### config.mk
export PLATFORM = sky130hd
export DESIGN_NAME = rtc_serial_bit_interface_unit
export DESIGN_NICKNAME = d
export VERILOG_FILES = /design/src/hw/rtl/rtcsbi_pkg.sv /design/src/hw/rtl/rtc_serial_bit_interface_unit.sv /design/src/hw/rtl/rtcsbi_time_conv.sv /design/src/hw/rtl/rtcsbi_clock_regs.sv
export SDC_FILE = /design/constraint.sdc
export NUM_CORES = 1
export LEC_CHECK = 0
export CAP_MARGIN = 20
export CORE_MARGIN = 3
export CORE_UTILIZATION = 66
export DETAILED_ROUTE_END_ITERATION = 16
export DONT_BUFFER_PORTS = 1
export PLACE_DENSITY_LB_ADDON = 0.3
export SETUP_SLACK_MARGIN = 0.4
export SLEW_MARGIN = 20
export SYNTH_ARGS = -nofsm -noshare
export SYNTH_HDL_FRONTEND = slang
export SYNTH_SLANG_ARGS = --single-unit
### constraint.sdc
create_clock -name clk -period 5.2 [get_ports clk]
set_input_delay 0.26 -clock clk [delete_from_list [all_inputs] [get_ports clk]]
set_output_delay 0.26 -clock clk [all_outputs]
set_load 0.05 [all_outputs]
### src/hw/rtl/rtcsbi_pkg.sv
// ----------------------------------------------------------------------------
// rtcsbi_pkg
// Shared constants, types and the BCD helper of the serial RTC bit interface.
// ----------------------------------------------------------------------------
`default_nettype none

package rtcsbi_pkg;

	// frame layout: four address bits, then eight data bits
	localparam int unsigned ADDR_BITS  = 4;
	localparam int unsigned DATA_BITS  = 8;
	localparam int unsigned FRAME_BITS = ADDR_BITS + DATA_BITS;
	localparam int unsigned PHASE_W    = $clog2(FRAME_BITS);

	// clock register file
	localparam int unsigned REG_COUNT  = 10;
	localparam int unsigned TIME_REGS  = 8;
	localparam int unsigned TIME_BASE  = 2;
	localparam int unsigned STATUS_REG = 1;
	localparam int unsigned CTRL_REG   = 0;
	localparam int unsigned LOCK_BIT   = 4;

	localparam logic [DATA_BITS-1:0] REG_RESET = 8'hFF;

	// address commands
	localparam logic [ADDR_BITS-1:0] CMD_TO_CLOCK   = 4'hE;
	localparam logic [ADDR_BITS-1:0] CMD_FROM_CLOCK = 4'hF;

	// access kinds
	localparam logic REQ_WRITE = 1'b0;
	localparam logic REQ_READ  = 1'b1;

	typedef logic [DATA_BITS-1:0] byte_t;
	typedef byte_t [TIME_REGS-1:0] time_bytes_t;

	// register file update request from the sequencer
	typedef struct packed {
		logic                 wr_en;
		logic [ADDR_BITS-1:0] wr_addr;
		byte_t                wr_data;
		logic                 clr_status;
		logic                 load_time;
	} reg_cmd_t;

	// binary to packed BCD, kept to eight bits; v/10 by reciprocal 205/2048
	function automatic byte_t bcd8(input logic [6:0] v);
		logic [14:0] prod;
		logic [3:0]  q;
		logic [6:0]  r;
		prod = 15'(v) * 15'd205;
		q    = prod[14:11];
		r    = v - 7'(7'(q) * 7'd10);
		return byte_t'({q, 4'b0000}) + byte_t'({4'b0000, r[3:0]});
	endfunction

endpackage

`default_nettype wire

### src/hw/rtl/rtc_serial_bit_interface_unit.sv
// ----------------------------------------------------------------------------
// rtc_serial_bit_interface_unit - serial RTC bit interface, one bit per transaction.
// Result path: stage 1 input register, then the result register; a stalled result holds stage 1.
// Throughput: one transaction per cycle unless out_ready stalls the result; state is updated as each leaves stage 1.
// Reset: arst_n clears the frame sequencer, all clock registers to 0xFF.
// ----------------------------------------------------------------------------
`default_nettype none

module rtc_serial_bit_interface_unit
	import rtcsbi_pkg::*;
(
	input  wire logic       clk,
	input  wire logic       arst_n,
	input  wire logic       in_valid,
	output logic            in_ready,
	input  wire logic       req_type,
	input  wire logic       write_bit,
	input  wire logic [5:0] now_seconds,
	input  wire logic [5:0] now_minutes,
	input  wire logic [4:0] now_hours,
	input  wire logic [4:0] now_day,
	input  wire logic [3:0] now_month,
	input  wire logic [6:0] now_year,
	input  wire logic [2:0] now_weekday,
	output logic            out_valid,
	input  wire logic       out_ready,
	output logic            read_bit
);

	// stage 1 input register
	logic       valid_s1;
	logic       req_type_s1;
	logic       write_bit_s1;
	logic [5:0] now_seconds_s1;
	logic [5:0] now_minutes_s1;
	logic [4:0] now_hours_s1;
	logic [4:0] now_day_s1;
	logic [3:0] now_month_s1;
	logic [6:0] now_year_s1;
	logic [2:0] now_weekday_s1;

	// frame state
	logic [PHASE_W-1:0]   bit_phase_q, bit_phase_d;
	logic [ADDR_BITS-1:0] reg_address_q, reg_address_d;
	byte_t                shift_q, shift_d;

	// result register
	logic out_valid_q;
	logic read_bit_q;
	logic result_d;

	logic                 advance;
	logic [PHASE_W-1:0]   phase_inc;
	logic [ADDR_BITS-1:0] addr_shifted;
	byte_t                shift_src;
	byte_t                rd_data;
	time_bytes_t          time_bytes;
	reg_cmd_t             reg_cmd;

	// handshake: stage 1 moves on when the result register is free or drains
	assign advance   = valid_s1 && (!out_valid_q || out_ready);
	assign in_ready  = !valid_s1 || advance;
	assign out_valid = out_valid_q;
	assign read_bit  = read_bit_q;

	always_ff @(posedge clk or negedge arst_n) begin
		if (!arst_n) begin
			valid_s1 <= 1'b0;
		end else if (in_ready) begin
			valid_s1 <= in_valid;
		end
	end

	always_ff @(posedge clk) begin
		if (in_valid && in_ready) begin
			req_type_s1    <= req_type;
			write_bit_s1   <= write_bit;
			now_seconds_s1 <= now_seconds;
			now_minutes_s1 <= now_minutes;
			now_hours_s1   <= now_hours;
			now_day_s1     <= now_day;
			now_month_s1   <= now_month;
			now_year_s1    <= now_year;
			now_weekday_s1 <= now_weekday;
		end
	end

	rtcsbi_time_conv u_time_conv (
		.now_seconds (now_seconds_s1),
		.now_minutes (now_minutes_s1),
		.now_hours   (now_hours_s1),
		.now_day     (now_day_s1),
		.now_month   (now_month_s1),
		.now_year    (now_year_s1),
		.now_weekday (now_weekday_s1),
		.time_bytes  (time_bytes)
	);

	rtcsbi_clock_regs u_clock_regs (
		.clk        (clk),
		.arst_n     (arst_n),
		.cmd        (reg_cmd),
		.time_bytes (time_bytes),
		.rd_addr    (reg_address_q),
		.rd_data    (rd_data)
	);

	// frame sequencer
	assign phase_inc    = bit_phase_q + PHASE_W'(1);
	assign addr_shifted = {write_bit_s1, reg_address_q[ADDR_BITS-1:1]};
	assign shift_src    = (bit_phase_q == PHASE_W'(ADDR_BITS)) ? rd_data : shift_q;

	always_comb begin
		bit_phase_d   = bit_phase_q;
		reg_address_d = reg_address_q;
		shift_d       = shift_q;
		result_d      = 1'b0;
		reg_cmd       = '0;
		if (advance) begin
			if (req_type_s1 == REQ_READ) begin
				if (bit_phase_q < PHASE_W'(ADDR_BITS)) begin
					// read in the address phase aborts it
					bit_phase_d = '0;
				end else begin
					result_d    = shift_src[0];
					shift_d     = shift_src >> 1;
					bit_phase_d = (phase_inc >= PHASE_W'(FRAME_BITS)) ? '0 : phase_inc;
				end
			end else if (bit_phase_q < PHASE_W'(ADDR_BITS)) begin
				reg_address_d = addr_shifted;
				bit_phase_d   = phase_inc;
				if (phase_inc == PHASE_W'(ADDR_BITS) && addr_shifted >= CMD_TO_CLOCK) begin
					reg_cmd.clr_status = (addr_shifted == CMD_TO_CLOCK);
					reg_cmd.load_time  = (addr_shifted == CMD_FROM_CLOCK);
					bit_phase_d        = '0;
				end
			end else begin
				shift_d     = {write_bit_s1, shift_q[DATA_BITS-1:1]};
				bit_phase_d = phase_inc;
				if (phase_inc >= PHASE_W'(FRAME_BITS)) begin
					reg_cmd.wr_en   = 1'b1;
					reg_cmd.wr_addr = reg_address_q;
					reg_cmd.wr_data = {write_bit_s1, shift_q[DATA_BITS-1:1]};
					reg_address_d   = '0;
					bit_phase_d     = '0;
				end
			end
		end
	end

	always_ff @(posedge clk or negedge arst_n) begin
		if (!arst_n) begin
			bit_phase_q   <= '0;
			reg_address_q <= '0;
			shift_q       <= '0;
		end else begin
			bit_phase_q   <= bit_phase_d;
			reg_address_q <= reg_address_d;
			shift_q       <= shift_d;
		end
	end

	// result register
	always_ff @(posedge clk or negedge arst_n) begin
		if (!arst_n) begin
			out_valid_q <= 1'b0;
		end else if (advance) begin
			out_valid_q <= 1'b1;
		end else if (out_ready) begin
			out_valid_q <= 1'b0;
		end
	end

	always_ff @(posedge clk) begin
		if (advance) begin
			read_bit_q <= result_d;
		end
	end

	// checks
	a_phase_range: assert property (@(posedge clk) disable iff (!arst_n)
		bit_phase_q < PHASE_W'(FRAME_BITS))
		else $error("bit phase beyond frame");

	a_stall_blocks: assert property (@(posedge clk) disable iff (!arst_n)
		(valid_s1 && out_valid_q && !out_ready) |-> !in_ready)
		else $error("stage 1 accepted while result stalled");

	a_result_follows: assert property (@(posedge clk) disable iff (!arst_n)
		advance |=> out_valid_q)
		else $error("transaction produced no result");

	a_write_zero: assert property (@(posedge clk) disable iff (!arst_n)
		(advance && req_type_s1 == REQ_WRITE) |=> !read_bit_q)
		else $error("write returned a one bit");

	a_cmd_exclusive: assert property (@(posedge clk) disable iff (!arst_n)
		$countones({reg_cmd.wr_en, reg_cmd.clr_status, reg_cmd.load_time}) <= 1)
		else $error("conflicting register updates");

endmodule

`default_nettype wire

### src/hw/rtl/rtcsbi_time_conv.sv
// ----------------------------------------------------------------------------
// rtcsbi_time_conv
// Converts the binary current-time fields into the TIME_REGS clock register bytes.
// ----------------------------------------------------------------------------
`default_nettype none

module rtcsbi_time_conv
	import rtcsbi_pkg::*;
(
	input  wire logic [5:0] now_seconds,
	input  wire logic [5:0] now_minutes,
	input  wire logic [4:0] now_hours,
	input  wire logic [4:0] now_day,
	input  wire logic [3:0] now_month,
	input  wire logic [6:0] now_year,
	input  wire logic [2:0] now_weekday,
	output time_bytes_t     time_bytes
);

	// register order: sec, min, hour, day, month, year, weekday, day again
	always_comb begin
		time_bytes[0] = bcd8(7'(now_seconds));
		time_bytes[1] = bcd8(7'(now_minutes));
		time_bytes[2] = bcd8(7'(now_hours));
		time_bytes[3] = bcd8(7'(now_day));
		time_bytes[4] = bcd8(7'(now_month));
		time_bytes[5] = bcd8(now_year);
		time_bytes[6] = byte_t'(now_weekday);
		time_bytes[7] = bcd8(7'(now_day));
	end

endmodule

`default_nettype wire

### src/hw/rtl/rtcsbi_clock_regs.sv
// ----------------------------------------------------------------------------
// rtcsbi_clock_regs
// REG_COUNT clock registers with byte write, status clear and time load.
// ----------------------------------------------------------------------------
`default_nettype none

module rtcsbi_clock_regs
	import rtcsbi_pkg::*;
(
	input  wire logic                 clk,
	input  wire logic                 arst_n,
	input  wire reg_cmd_t             cmd,
	input  wire time_bytes_t          time_bytes,
	input  wire logic [ADDR_BITS-1:0] rd_addr,
	output byte_t                     rd_data
);

	byte_t regs_q [REG_COUNT];
	byte_t change_mask;

	// read port: unmapped addresses read all ones
	always_comb begin
		if (rd_addr < ADDR_BITS'(REG_COUNT)) begin
			rd_data = regs_q[rd_addr];
		end else begin
			rd_data = REG_RESET;
		end
	end

	// one status bit per time register that differs from the new time
	always_comb begin
		for (int i = 0; i < TIME_REGS; i++) begin
			change_mask[i] = (regs_q[TIME_BASE + i] != time_bytes[i]);
		end
	end

	always_ff @(posedge clk or negedge arst_n) begin
		if (!arst_n) begin
			for (int i = 0; i < REG_COUNT; i++) begin
				regs_q[i] <= REG_RESET;
			end
		end else if (cmd.load_time) begin
			regs_q[CTRL_REG]   <= '0;
			regs_q[STATUS_REG] <= change_mask;
			for (int i = 0; i < TIME_REGS; i++) begin
				regs_q[TIME_BASE + i] <= time_bytes[i];
			end
		end else if (cmd.clr_status) begin
			// lock bit in the control register protects the status byte from this clear
			if (!regs_q[CTRL_REG][LOCK_BIT]) begin
				regs_q[STATUS_REG] <= '0;
			end
		end else if (cmd.wr_en && (cmd.wr_addr < ADDR_BITS'(REG_COUNT))) begin
			regs_q[cmd.wr_addr] <= cmd.wr_data;
		end
	end

endmodule

`default_nettype wire

==> results of run 1 <==
[area by class of cell]
type                            count  area, um^2
Tap cell                          216         270
Timing Repair Buffer               89         792
Sequential cell                   137        3720
Fill cell                         875        3240
Clock inverter                      4        48.8
Multi-Input combinational cell    791        7130
Inverter                          101         382
Clock buffer                       28         581
[report_power, final]
part | total, mW | leakage (nW) | internal (mW) | switching, mW
clock network | 1.29 | 0.312 | 0.808 | 0.484
logic | 2.00 | 4.00 | 0.914 | 1.08
registers | 1.36 | 1.43 | 1.21 | 0.152
[final timing paths]
path	slack (ns)	cells past startpoint	end	from
worst max-delay path	0.12	21	u_clock_regs.regs_q[66]	now_hours_s1[3]
worst min-delay path	0.13	2	out_valid	out_ready
worst max register to register	0.12	21	u_clock_regs.regs_q[66]	now_hours_s1[3]
worst min register to register	0.48	2	u_clock_regs.regs_q[9]	u_clock_regs.regs_q[9]
max in group asynchronous	4.34	2	u_clock_regs.regs_q[56]	arst_n
min in group asynchronous	0.44	2	reg_address_q[2]	arst_n
[stage by stage]
step / hold WS (ns) / util, % / instance area, um^2
floorplan: -0.0356 / - / 11100
CTS: 0.116 / 76.8 / 12400
finish: 0.129 / 79.9 / 12900
detailed placement: -0.0258 / 69.2 / 11200
global route: 0.142 / 79.9 / 12900
global placement: -0.0281 / 69.2 / 11200
[flip-flops by register name, summed over array words and instances (netlist names)]
| name | cells |
|---|---|
| write_bit_s1 | 1 |
| now_seconds_s1 | 6 |
| out_valid | 1 |
| reg_address_q | 4 |
| now_year_s1 | 7 |
| now_month_s1 | 4 |
| req_type_s1 | 1 |
| bit_phase_q | 4 |
| shift_q | 8 |
| now_minutes_s1 | 6 |
| valid_s1 | 1 |
| read_bit | 1 |
| now_hours_s1 | 5 |
| now_day_s1 | 5 |
| u_clock_regs.regs_q | 80 |
| now_weekday_s1 | 3 |
[placed cells by master, fill, tap and decap left out, types with 9 or more instances in the layout]
| cell type | n |
|---|---|
| sky130_fd_sc_hd__mux2i_1 | 14 |
| sky130_fd_sc_hd__edfxtp_1 | 39 |
| sky130_fd_sc_hd__a21o_1 | 13 |
| sky130_fd_sc_hd__o21ai_1 | 42 |
| sky130_fd_sc_hd__nand2b_1 | 10 |
| sky130_fd_sc_hd__buf_4 | 47 |
| sky130_fd_sc_hd__o21ai_0 | 14 |
| sky130_fd_sc_hd__inv_1 | 95 |
| sky130_fd_sc_hd__dfstp_2 | 80 |
| sky130_fd_sc_hd__a211oi_1 | 30 |
| sky130_fd_sc_hd__nand4_1 | 12 |
| sky130_fd_sc_hd__ha_1 | 131 |
| sky130_fd_sc_hd__a21oi_1 | 50 |
| sky130_fd_sc_hd__xnor2_1 | 31 |
| sky130_fd_sc_hd__dlygate4sd3_1 | 40 |
| sky130_fd_sc_hd__dfrtp_1 | 17 |
| sky130_fd_sc_hd__a22o_1 | 9 |
| sky130_fd_sc_hd__ha_4 | 13 |
| sky130_fd_sc_hd__clkbuf_16 | 20 |
| sky130_fd_sc_hd__nor2b_1 | 13 |
| sky130_fd_sc_hd__nor3_1 | 12 |
| sky130_fd_sc_hd__a31oi_1 | 9 |
| sky130_fd_sc_hd__fa_1 | 28 |
| sky130_fd_sc_hd__xor2_1 | 24 |
| sky130_fd_sc_hd__nor2_1 | 53 |
| sky130_fd_sc_hd__nand3_1 | 27 |
| sky130_fd_sc_hd__mux4_2 | 16 |
| sky130_fd_sc_hd__nand2_1 | 67 |
[layer usage]
| metal | share of wire [%] | wire (um) | track usage (%) |
|---|---|---|---|
| met1 | 37 | 11900 | 42.2 |
| met2 | 47 | 15300 | 54.2 |
| met3 | 9.3 | 2990 | 6.61 |
| met4 | 6.5 | 2110 | 11.2 |
| met5 | 0 | 0 | 0 |
[critical path, delay by kind of cell, from the launching register on]
family	cells	cell delay, ns
fa+ha+maj	6	1.96
xor+xnor	2	0.31
mux	1	0.18
flops	1	0.51
buf+inv	3	0.27
compound gates	5	0.76
simple gates	4	1.00
[cell families after synthesis]
group | count (synthesis) | share of synthesized area, %
adders and majority gates | 175 | 21.7
DFF | 137 | 33.6
and+or+nand+nor | 251 | 11.5
xor gates and xnor gates | 70 | 6.41
buffers and inverters | 143 | 5.27
muxes | 41 | 5.64
AOI/OAI and AO/OA | 254 | 15.8
[repair_timing]
action / in CTS / in global routing
setup buffers: 12 / 30
hold endpoints to repair: 137 / 0
gates resized for setup: 12 / 46
hold buffers: 41 / 0
endpoints found under the setup margin: 5 / 6
pin swaps: 4 / 37
==> insert_results.sql, run 1 <==
INSERT INTO impl_metrics (metric_group, metric, value, unit) VALUES
('run_status', 'outcome', 'finished clean', ''),
('worst_setup_path', 'critical_path_peak_fanout', '4', ''),
('detailed_routing', 'ant_nets', '0', ''),
('floorplan', 'die_y', '136', 'um'),
('synth', 'synth_ff_type', 'sky130_fd_sc_hd__dfstp_2', ''),
('worst_setup_path', 'cp_data_required_time', '5.56', 'ns'),
('placed_design', 'pre_cts_slack', '0.151', 'ns'),
('detailed_routing', 'wl', '32300', 'um'),
('timing', 'final-hold-violation-count', '0', ''),
('synth', 'async_flop_share', '71.5', '%'),
('synth', 'share_of_the_yosys_chip_area_belonging_to_registers', '33.6', '%'),
('floorplan', 'rows', '46', ''),
('cells_and_area', 'num-nets-final', '1354', ''),
('cells_and_area', 'non_filler_cells_final', '1366', ''),
('floorplan', 'initial_standard_cell_utilization_of_the_core', '68.5', '%'),
('floorplan', 'io-pin-count', '45', ''),
('synth', 'ys_warn_count', '0', ''),
('timing', 'maxClockFrequency', '0.197', 'GHz'),
('global_route', 'antenna_violations_before_repair', '0', ''),
('timing', 'period_needed', '5.08', 'ns'),
('detailed_routing', 'drtIter0Drc', '1467', ''),
('clock_network', 'cts.reportedPaths.clkPinSlew', '0.06', 'ns'),
('placed_design', 'place.gp.congestion', '0.942', ''),
('worst_setup_path', 'critical-path-max-stage-delay', '0.59', 'ns'),
('clock_network', 'clkSinkCount', '137', ''),
('placed_design', 'dp.final_hpwl', '19200', 'um'),
('synth', 'netlist-cell-type-count', '85', ''),
('floorplan', 'core-area', '16200', 'um^2'),
('worst_hold_path', 'timing.hold.worst.class', 'in2reg', ''),
('timing', 'grt_setup_unrepaired', 'yes', ''),
('global_route', 'grt_pass1_vias', '8759', ''),
('global_route', 'grt_max_degree', '99', ''),
('clock_network', 'cts_tree', 'yes', ''),
('floorplan', 'die_x', '136', 'um'),
('worst_setup_path', 'timing_worst_setup_path_type', 'reg2reg', ''),
('timing', 'max_slew.worst_pin.slew', '1.11', 'ns'),
('global_route', 'gr-total-overflow', '0', ''),
('synth', 'synth.top_cells.by_count', 'sky130_fd_sc_hd__ha_1, sky130_fd_sc_hd__inv_1, sky130_fd_sc_hd__dfstp_2', ''),
('timing', 'slew-limit-headroom', '25.8', '%'),
('detailed_routing', 'routed_wire_length_per_instance', '23.7', 'um'),
('worst_setup_path', 'worst-endpoint-arrival', '5.43', 'ns'),
('cells_and_area', 'area_delta_synth_final', '16.8', '%'),
('synth', 'synthDominantCellAreaShare', '19.0', '%'),
('synth', 'yosys.cell_count.top_type', 'sky130_fd_sc_hd__ha_1', ''),
('worst_setup_path', 'timing.critical_path.cells', 'inv_1 -> ha_4 -> ha_4 -> inv_2 -> fa_1 -> inv_1 -> ha_2 -> a21o_1 -> a21oi_2 -> o21ai_2 -> a21oi_4 -> xnor2_2 -> ha_2 -> fa_1 -> xor2_1 -> nand4_1 -> or4b_4 -> o31ai_4 -> nand4_1 -> mux2i_1 -> nor3_1', ''),
('clock_network', 'cts_inserted_buffers', '17', ''),
('timing', 'worst_clock_skew', '0.00772', 'ns'),
('floorplan', 'overall_die_area', '18400', 'um^2'),
('clock_network', 'h-tree-depth', '4', ''),
('synth', 'postSynthRegisterBits', '137', ''),
('global_route', 'grt_pass1_wl', '46200', 'um'),
('detailed_routing', 'drc', '0', ''),
('power', 'leakage', '5.74', 'nW'),
('power', 'worst_ir_drop_vdd', '0.297', 'mV'),
('clock_network', 'clock-root-buffer', 'sky130_fd_sc_hd__clkbuf_16', ''),
('placed_design', 'place.port_buffers', '0', ''),
('worst_setup_path', 'end_kind', 'flip-flop', ''),
('worst_setup_path', 'worstSetupStartpointType', 'flip-flop', ''),
('cells_and_area', 'antenna-diode-count', '0', ''),
('timing', 'timing.setup.tns', '0', 'ns'),
('worst_setup_path', 'crit_path_top_delay_cell', 'sky130_fd_sc_hd__fa_1', ''),
('cells_and_area', 'layout-drive-gt1-share', '22.1', '%'),
('power', 'fin_total_pwr', '4.66', 'mW'),
('detailed_routing', 'num_vias', '9331', ''),
('timing', 'finalSetupViolations', '0', ''),
('flow_run', 'number_of_max_cap_violations', '0', ''),
('synth', 'synthDominantAreaCellType', 'sky130_fd_sc_hd__dfstp_2', ''),
('timing', 'period_share', '97.6', '%'),
('detailed_routing', 'post_drt_via_cell_ratio', '6.83', ''),
('synth', 'syn-num-nets', '1288', ''),
('global_route', 'grt_use_total', '32.4', '%');
No activity file was read; power rests on OpenSTA's default activity.
==> run 2: changes to the inputs <==
- CORE_UTILIZATION: 66 -> 30
- CTS_CLUSTER_DIAMETER: not set -> 120
- PLACE_DENSITY: not set -> 0.47
- PLACE_DENSITY_LB_ADDON: 0.3 -> not set
==> run 2 against run 1 <==
Routed wire length down 4.6%. Critical path depth down 2. Core utilization down 44 points. Hold slack better by 0.0060 ns. Clock skew up 0.0020 ns. Die area up 110%. Largest cell class unchanged. Register-to-register slack better by 0.33 ns. Final cell count up 16%. Global-route usage down 16 points. Via count down 12%. Count of clock-buffer cells in the layout down 6. Sequential share of layout area down 0.15 points.
==> insert_results.sql, run 2 (same netlist as run 1, synthesis figures left out) <==
INSERT INTO impl_metrics (metric_group, metric, value, unit) VALUES
('power', 'power.clock.fraction', '27.9', '%'),
('cells_and_area', 'area_delta_synth_final', '17.4', '%'),
('power', 'worst_ir_drop_vdd', '0.240', 'mV'),
('worst_setup_path', 'timing_worst_setup_path_type', 'reg2reg', ''),
('detailed_routing', 'routed_wire_length_per_instance', '19.4', 'um'),
('clock_network', 'clkLatencyLatePin', '0.44', 'ns'),
('cells_and_area', 'largest_register', 'u_clock_regs.regs_q', ''),
('cells_and_area', 'layout-drive-gt1-share', '20.0', '%'),
('clock_network', 'cts.reportedPaths.clkPinSlew', '0.07', 'ns'),
('power', 'switching_power', '1.63', 'mW'),
('worst_setup_path', 'worstSetupStartpointType', 'flip-flop', ''),
('timing', 'timing.setup.tns', '0', 'ns'),
('clock_network', 'clock-root-buffer', 'sky130_fd_sc_hd__clkbuf_16', ''),
('global_route', 'grt_pass1_wl', '48900', 'um'),
('timing', 'period_needed', '4.75', 'ns'),
('timing', 'grt_setup_unrepaired', 'yes', ''),
('floorplan', 'io-pin-count', '45', ''),
('placed_design', 'dp.final_hpwl', '21900', 'um'),
('power', 'sequential_power_share', '31.8', '%'),
('timing', 'max_slew.worst_pin.slew', '1.12', 'ns'),
('global_route', 'gr-total-overflow', '0', ''),
('flow_run', 'number_of_max_cap_violations', '0', ''),
('clock_network', 'h-tree-depth', '4', ''),
('cells_and_area', 'commonest_cells_after_routing_fill_and_taps_aside', 'sky130_fd_sc_hd__ha_1, sky130_fd_sc_hd__inv_1, sky130_fd_sc_hd__dfstp_2', ''),
('detailed_routing', 'ant_nets', '0', ''),
('global_route', 'gr-usage-met3', '2.96', '%'),
('power', 'comb_power_share', '40.4', '%'),
('power', 'int_power', '2.77', 'mW'),
('global_route', 'grt.met2_usage', '26.6', '%'),
('power', 'fin_total_pwr', '4.40', 'mW'),
('detailed_routing', 'drtIter0Drc', '497', ''),
('clock_network', 'cts_max_path_buffers', '2', ''),
('cells_and_area', 'leading_cell_type_in_the_layout_fill_and_taps_excluded', 'sky130_fd_sc_hd__ha_1', ''),
('floorplan', 'rows', '69', ''),
('global_route', 'global_route.peak_usage_layer', 'met2', ''),
('clock_network', 'clkSinkCount', '137', ''),
('global_route', 'grt_pass1_vias', '8392', ''),
('timing', 'slew-limit-headroom', '24.7', '%'),
('run_status', 'outcome', 'finished clean', ''),
('worst_setup_path', 'worst-endpoint-arrival', '5.11', 'ns'),
('global_route', 'grt_use_total', '16.1', '%'),
('cells_and_area', 'final_area', '13000', 'um^2'),
('floorplan', 'initial_standard_cell_utilization_of_the_core', '30.8', '%'),
('cells_and_area', 'antenna-diode-count', '0', ''),
('worst_setup_path', 'cp_data_required_time', '5.56', 'ns'),
('power', 'cellPowerDensity', '339', 'nW/um^2'),
('detailed_routing', 'post_drt_via_cell_ratio', '5.18', ''),
('timing', 'period_share', '91.3', '%'),
('placed_design', 'place_area', '11500', 'um^2'),
('placed_design', 'place.port_buffers', '0', ''),
('detailed_routing', 'wl', '30800', 'um'),
('detailed_routing', 'num_vias', '8237', ''),
('timing', 'maxClockFrequency', '0.211', 'GHz'),
('cells_and_area', 'num-nets-final', '1334', ''),
('clock_network', 'cts_tree', 'yes', ''),
('timing', 'slew_viol_final', '0', ''),
('worst_setup_path', 'end_kind', 'flip-flop', ''),
('clock_network', 'cts_inserted_buffers', '17', ''),
('cells_and_area', 'largestRegisters', 'u_clock_regs.regs_q (80), shift_q (8), now_year_s1 (7)', ''),
('global_route', 'grt_max_degree', '99', ''),
('timing', 'final-hold-violation-count', '0', ''),
('global_route', 'antenna_violations_before_repair', '0', ''),
('global_route', 'grt_use_met1', '21.9', '%'),
('detailed_routing', 'drt_first_pass_iters', '5', ''),
('floorplan', 'overall_die_area', '39200', 'um^2'),
('power', 'leakage', '5.61', 'nW'),
('timing', 'finalSetupViolations', '0', ''),
('floorplan', 'core-area', '36000', 'um^2'),
('floorplan', 'die_y', '198', 'um'),
('placed_design', 'place.gp.congestion', '0.839', ''),
('power', 'p_sw_share', '37.1', '%'),
('floorplan', 'die_x', '198', 'um'),
('worst_setup_path', 'critical_path_peak_fanout', '5', ''),
('worst_hold_path', 'timing.hold.worst.class', 'in2reg', ''),
('cells_and_area', 'largest_register_ffs', '80', ''),
('detailed_routing', 'drc', '0', ''),
('timing', 'worst_clock_skew', '0.00969', 'ns'),
('cells_and_area', 'layout_filler_cell_count', '3502', '');
## run 2: cell types whose count changed in the layout (fill, tap and decap cells not counted), moves of 2 or more
cell / change
sky130_fd_sc_hd__xnor2_2: -2
sky130_fd_sc_hd__a21oi_2: -4
sky130_fd_sc_hd__clkbuf_8: -5
sky130_fd_sc_hd__ha_4: -2
sky130_fd_sc_hd__a21oi_1: +2
sky130_fd_sc_hd__clkinv_2: +2
sky130_fd_sc_hd__buf_4: -21
sky130_fd_sc_hd__nor2_2: -2
sky130_fd_sc_hd__a21oi_4: +2
sky130_fd_sc_hd__xnor2_1: +2
sky130_fd_sc_hd__ha_1: +2
sky130_fd_sc_hd__inv_1: +2
sky130_fd_sc_hd__clkinv_4: +3
## run 2: what timing repair did
action,in CTS,in global routing
setup buffers,9,12
hold buffers,41,0
hold endpoints to repair,137,0
setup endpoints to repair,4,6
pin swaps,3,29
resized for setup,7,44
## run 2: critical path, cell delays in order (launching register included)
cell                       delay (ns)
sky130_fd_sc_hd__edfxtp_1        0.41
sky130_fd_sc_hd__buf_4           0.16
sky130_fd_sc_hd__ha_4            0.24
sky130_fd_sc_hd__fa_1            0.45
sky130_fd_sc_hd__ha_1            0.29
sky130_fd_sc_hd__inv_1           0.05
sky130_fd_sc_hd__fa_1            0.50
sky130_fd_sc_hd__inv_1           0.04
sky130_fd_sc_hd__ha_1            0.27
sky130_fd_sc_hd__nand4_1         0.17
sky130_fd_sc_hd__o221ai_4        0.36
sky130_fd_sc_hd__xor2_2          0.14
sky130_fd_sc_hd__ha_2            0.20
sky130_fd_sc_hd__fa_2            0.35
sky130_fd_sc_hd__xor2_2          0.21
sky130_fd_sc_hd__xnor2_1         0.15
sky130_fd_sc_hd__xnor3_1         0.25
sky130_fd_sc_hd__or2_1           0.22
sky130_fd_sc_hd__mux2i_1         0.13
sky130_fd_sc_hd__a31oi_1         0.09
## run 2: area by class of cell
cell class	count	area, um^2	share of cell area, %
repair buffers	69	646	4.97
clock inverters	10	91.3	0.703
clock buffers	22	487	3.75
well taps	461	577	4.44
flip-flops and latches	137	3720	28.7
multi-input cells	791	7090	54.6
inverters	101	379	2.92
## run 2: worst paths after layout
check,startpoint,cells past startpoint,slack [ns],to
worst min register to register,u_clock_regs.regs_q[7],2,0.47,u_clock_regs.regs_q[7]
min in group asynchronous,arst_n,2,0.35,valid_s1
worst max-delay path,now_year_s1[4],19,0.45,u_clock_regs.regs_q[69]
max in group asynchronous,arst_n,2,4.32,shift_q[3]
worst max register to register,now_year_s1[4],19,0.45,u_clock_regs.regs_q[69]
worst min-delay path,out_ready,2,0.13,out_valid
## run 2: routing by layer
layer / up-vias / share of wire, %
met4: 0 / 1.4
met3: 27 / 3.2
met1: 4095 / 47
met5: - / 0
li1: 3983 / -
met2: 132 / 48
## run 2: metrics by stage
step	utilization (%)	cells	hold slack [ns]	setup slack, ns
after floorplan	-	1071	-0.0356	0.533
after global placement	32.0	1497	-0.0309	0.222
after detailed placement	32.0	1497	-0.0304	0.157
after CTS	35.1	1579	0.0997	0.354
after global routing	36.1	1591	0.133	0.223
final	36.1	1591	0.135	0.451
## run 2: power by group through the flow
| stage | combinational [mW] | clock, mW | sequential (mW) |
|---|---|---|---|
| floorplan | 1.33 | 0 | 1.29 |
| global placement | 1.55 | 0 | 1.41 |
| detailed placement | 1.56 | 0 | 1.42 |
| CTS | 1.66 | 1.27 | 1.39 |
| global route | 2.00 | 1.31 | 1.42 |
| finish | 1.78 | 1.23 | 1.40 |
==> run 3: changes to the inputs <==
--- a/config.mk
+++ b/config.mk
@@ -6,4 +6,5 @@
 export NUM_CORES = 1
 export LEC_CHECK = 0
+export BUFFER_PORTS_ARGS = -buffer_cell sky130_fd_sc_hd__buf_2
 export CAP_MARGIN = 20
 export CORE_MARGIN = 3
@@ -11,6 +12,5 @@
 export CTS_CLUSTER_DIAMETER = 120
 export DETAILED_ROUTE_END_ITERATION = 16
-export DONT_BUFFER_PORTS = 1
-export PLACE_DENSITY = 0.47
+export PLACE_DENSITY = 0.48
 export SETUP_SLACK_MARGIN = 0.4
 export SLEW_MARGIN = 20
==> constraint.sdc (replaced) <==
create_clock -name clk -period 5.2 [get_ports clk]
set_input_delay 1.3 -clock clk [delete_from_list [all_inputs] [get_ports clk]]
set_output_delay 1.3 -clock clk [all_outputs]
set_load 0.05 [all_outputs]
==> run 3 against run 2 <==
Total power down 0.98%. Final cell count rose by 0.57%. Non-clock buffer count increased by 9. Count of clock-buffer cells in the layout decreased by 3. Critical endpoint unchanged. Largest power group unchanged.
==> insert_results.sql, run 3 (same netlist as run 1, synthesis figures left out) <==
INSERT INTO impl_metrics (metric_group, metric, value, unit) VALUES
('run_status', 'outcome', 'finished clean', ''),
('global_route', 'grt_pass1_wl', '47600', 'um'),
('detailed_routing', 'wl', '30100', 'um'),
('placed_design', 'dp.final_hpwl', '22000', 'um'),
('floorplan', 'core-area', '36000', 'um^2'),
('worst_hold_path', 'hold_path.startpoint', 'u_clock_regs.regs_q[78]', ''),
('timing', 'worst_clock_skew', '0.0154', 'ns'),
('worst_setup_path', 'end_kind', 'flip-flop', ''),
('worst_setup_path', 'timing.critical_path.buf_inv', '2', ''),
('cells_and_area', 'area_delta_synth_final', '14.9', '%'),
('placed_design', 'place.port_buffers', '44', ''),
('worst_setup_path', 'r2r.worst_path.cells', '19', ''),
('worst_setup_path', 'timing.rr.start', 'now_year_s1[5]', ''),
('worst_setup_path', 'cpLargestDelayFamily', 'adder cells', ''),
('worst_setup_path', 'worst-r2r-setup-slack', '0.53', 'ns'),
('timing', 'finalSetupViolations', '0', ''),
('worst_hold_path', 'timing.hold.worst.class', 'reg2reg', ''),
('detailed_routing', 'ant_nets', '0', ''),
('floorplan', 'overall_die_area', '39200', 'um^2'),
('power', 'worst_ir_drop_vdd', '0.228', 'mV'),
('worst_setup_path', 'critical_path_peak_fanout', '4', ''),
('placed_design', 'place.gp.congestion', '0.889', ''),
('power', 'p_sw_share', '37.8', '%'),
('cells_and_area', 'commonest_cells_after_routing_fill_and_taps_aside', 'sky130_fd_sc_hd__ha_1, sky130_fd_sc_hd__inv_1, sky130_fd_sc_hd__dfstp_2', ''),
('cells_and_area', 'largestRegisters', 'u_clock_regs.regs_q (80), shift_q (8), now_year_s1 (7)', ''),
('timing', 'period_share', '89.7', '%'),
('clock_network', 'clock-root-buffer', 'sky130_fd_sc_hd__clkbuf_16', ''),
('clock_network', 'hold_buf_cts', '0', ''),
('timing', 'period_needed', '4.67', 'ns'),
('timing', 'slew-limit-headroom', '18.3', '%'),
('cells_and_area', 'antenna-diode-count', '0', ''),
('clock_network', 'h-tree-depth', '4', ''),
('detailed_routing', 'drt_first_pass_iters', '5', ''),
('floorplan', 'initial_standard_cell_utilization_of_the_core', '30.8', '%'),
('clock_network', 'cts.reportedPaths.clkPinSlew', '0.07', 'ns'),
('worst_setup_path', 'cp_data_required_time', '5.57', 'ns'),
('detailed_routing', 'drtIter0Drc', '526', ''),
('power', 'comb_power_share', '40.9', '%'),
('detailed_routing', 'routed_wire_length_per_instance', '18.8', 'um'),
('cells_and_area', 'utilization', '35.3', '%'),
('worst_hold_path', 'min_to', 'u_clock_regs.regs_q[78]', ''),
('flow_run', 'number_of_max_cap_violations', '0', ''),
('power', 'leakage', '5.61', 'nW'),
('clock_network', 'cts_tree', 'yes', ''),
('power', 'cellPowerDensity', '343', 'nW/um^2'),
('worst_setup_path', 'rr_endpoint', 'u_clock_regs.regs_q[69]', ''),
('timing', 'final-hold-violation-count', '0', ''),
('floorplan', 'rows', '69', ''),
('power', 'int_power', '2.71', 'mW'),
('clock_network', 'clkSinkCount', '137', ''),
('floorplan', 'io-pin-count', '45', ''),
('timing', 'timing.setup.tns', '0', 'ns'),
('worst_setup_path', 'worst-endpoint-arrival', '5.03', 'ns'),
('power', 'power.clock.fraction', '27.6', '%'),
('worst_setup_path', 'timing.critical_path.cells', 'ha_4 -> fa_1 -> ha_1 -> inv_2 -> fa_1 -> inv_1 -> ha_1 -> a21o_1 -> a21oi_2 -> o221ai_4 -> xor2_2 -> ha_2 -> fa_2 -> xor2_2 -> xnor2_1 -> xnor3_1 -> or2_1 -> mux2i_1 -> a31oi_1', ''),
('timing', 'max_slew.worst_pin.slew', '1.22', 'ns'),
('global_route', 'grt_use_total', '15.8', '%'),
('timing', 'grt_setup_unrepaired', 'yes', ''),
('worst_hold_path', 'worst_hold_path.num_cells', '2', ''),
('power', 'sequential_power_share', '31.5', '%'),
('clock_network', 'cts_inserted_buffers', '17', ''),
('power', 'switching_power', '1.65', 'mW'),
('clock_network', 'cts_max_path_buffers', '2', ''),
('cells_and_area', 'layout_filler_cell_count', '3587', ''),
('detailed_routing', 'drc', '0', ''),
('detailed_routing', 'num_vias', '8229', ''),
('global_route', 'antenna_violations_before_repair', '0', ''),
('global_route', 'grt_pass1_vias', '8214', ''),
('floorplan', 'die_y', '198', 'um'),
('cells_and_area', 'leading_cell_type_in_the_layout_fill_and_taps_excluded', 'sky130_fd_sc_hd__ha_1', ''),
('floorplan', 'die_x', '198', 'um'),
('cells_and_area', 'largest_register', 'u_clock_regs.regs_q', ''),
('worst_setup_path', 'worstSetupStartpointType', 'flip-flop', ''),
('cells_and_area', 'largest_register_ffs', '80', ''),
('detailed_routing', 'post_drt_via_cell_ratio', '5.14', ''),
('cells_and_area', 'num-nets-final', '1343', ''),
('timing', 'maxClockFrequency', '0.214', 'GHz'),
('timing', 'slew_viol_final', '0', ''),
('global_route', 'grt_max_degree', '67', ''),
('worst_setup_path', 'crit_path_top_delay_cell', 'sky130_fd_sc_hd__edfxtp_1', ''),
('worst_setup_path', 'critical-path-max-stage-delay', '0.49', 'ns'),
('global_route', 'gr-total-overflow', '0', ''),
('clock_network', 'clkLatencyLatePin', '0.45', 'ns'),
('worst_setup_path', 'timing_worst_setup_path_type', 'reg2reg', ''),
('cells_and_area', 'layout-drive-gt1-share', '23.3', '%');
[run 3: repair_timing]
item,4_1_cts,5_1_grt
pin swaps,1,22
gates resized for setup,6,30
endpoints found under the hold margin,0,0
setup endpoints to repair,2,6
setup buffers,6,16
[run 3: routing by layer]
metal	vias to the layer above	track usage [%]	wire, um
li1	3986	-	-
met2	156	25.4	14300
met4	0	4.56	493
met1	4065	21.3	14000
met5	-	0	0
met3	22	3.56	1270
[run 3: power groups by stage]
stage	registers [mW]	clock network, mW	logic [mW]
after global routing	1.40	1.29	2.01
after detailed placement	1.39	0	1.63
after CTS	1.37	1.24	1.68
after floorplan	1.29	0	1.33
after global placement	1.39	0	1.62
final	1.37	1.20	1.78
[run 3: final cells by class]
| class | instances | area [um^2] | area share, % |
|---|---|---|---|
| clock buffer | 19 | 454 | 3.57 |
| clock inverter | 13 | 105 | 0.826 |
| inverter | 101 | 379 | 2.98 |
| multi-input combinational | 791 | 7000 | 55.0 |
| sequential | 137 | 3720 | 29.3 |
| tap | 461 | 577 | 4.53 |
| timing repair buffer | 78 | 485 | 3.82 |
[run 3: worst max path at each step]
stage / start / to / slack (ns) / cells past startpoint
after floorplan: now_year_s1[4] / u_clock_regs.regs_q[69] / 0.53 / 17
after global placement: now_year_s1[4] / u_clock_regs.regs_q[69] / 0.35 / 18
after detailed placement: now_year_s1[4] / u_clock_regs.regs_q[69] / 0.27 / 18
after CTS: now_year_s1[4] / u_clock_regs.regs_q[69] / 0.37 / 18
after global routing: now_year_s1[5] / u_clock_regs.regs_q[69] / 0.31 / 18
final: now_year_s1[5] / u_clock_regs.regs_q[69] / 0.53 / 19
[run 3: through the flow]
stage	total power [mW]	area, um^2	hold slack [ns]	cells	worst slack (ns)
final	4.36	12700	0.476	1600	0.535
after global routing	4.69	12700	0.485	1600	0.311
after CTS	4.29	12400	0.476	1584	0.366
after detailed placement	3.03	11800	0.463	1546	0.269
after global placement	3.02	11800	0.461	1546	0.350
after floorplan	2.62	11100	0.448	1071	0.533
[run 3: worst min-delay path: cells and delay by family, from the launching register on]
kind            cells  cell delay, ns
flops               1            0.37
buf+inv             1            0.04
compound gates      1            0.06
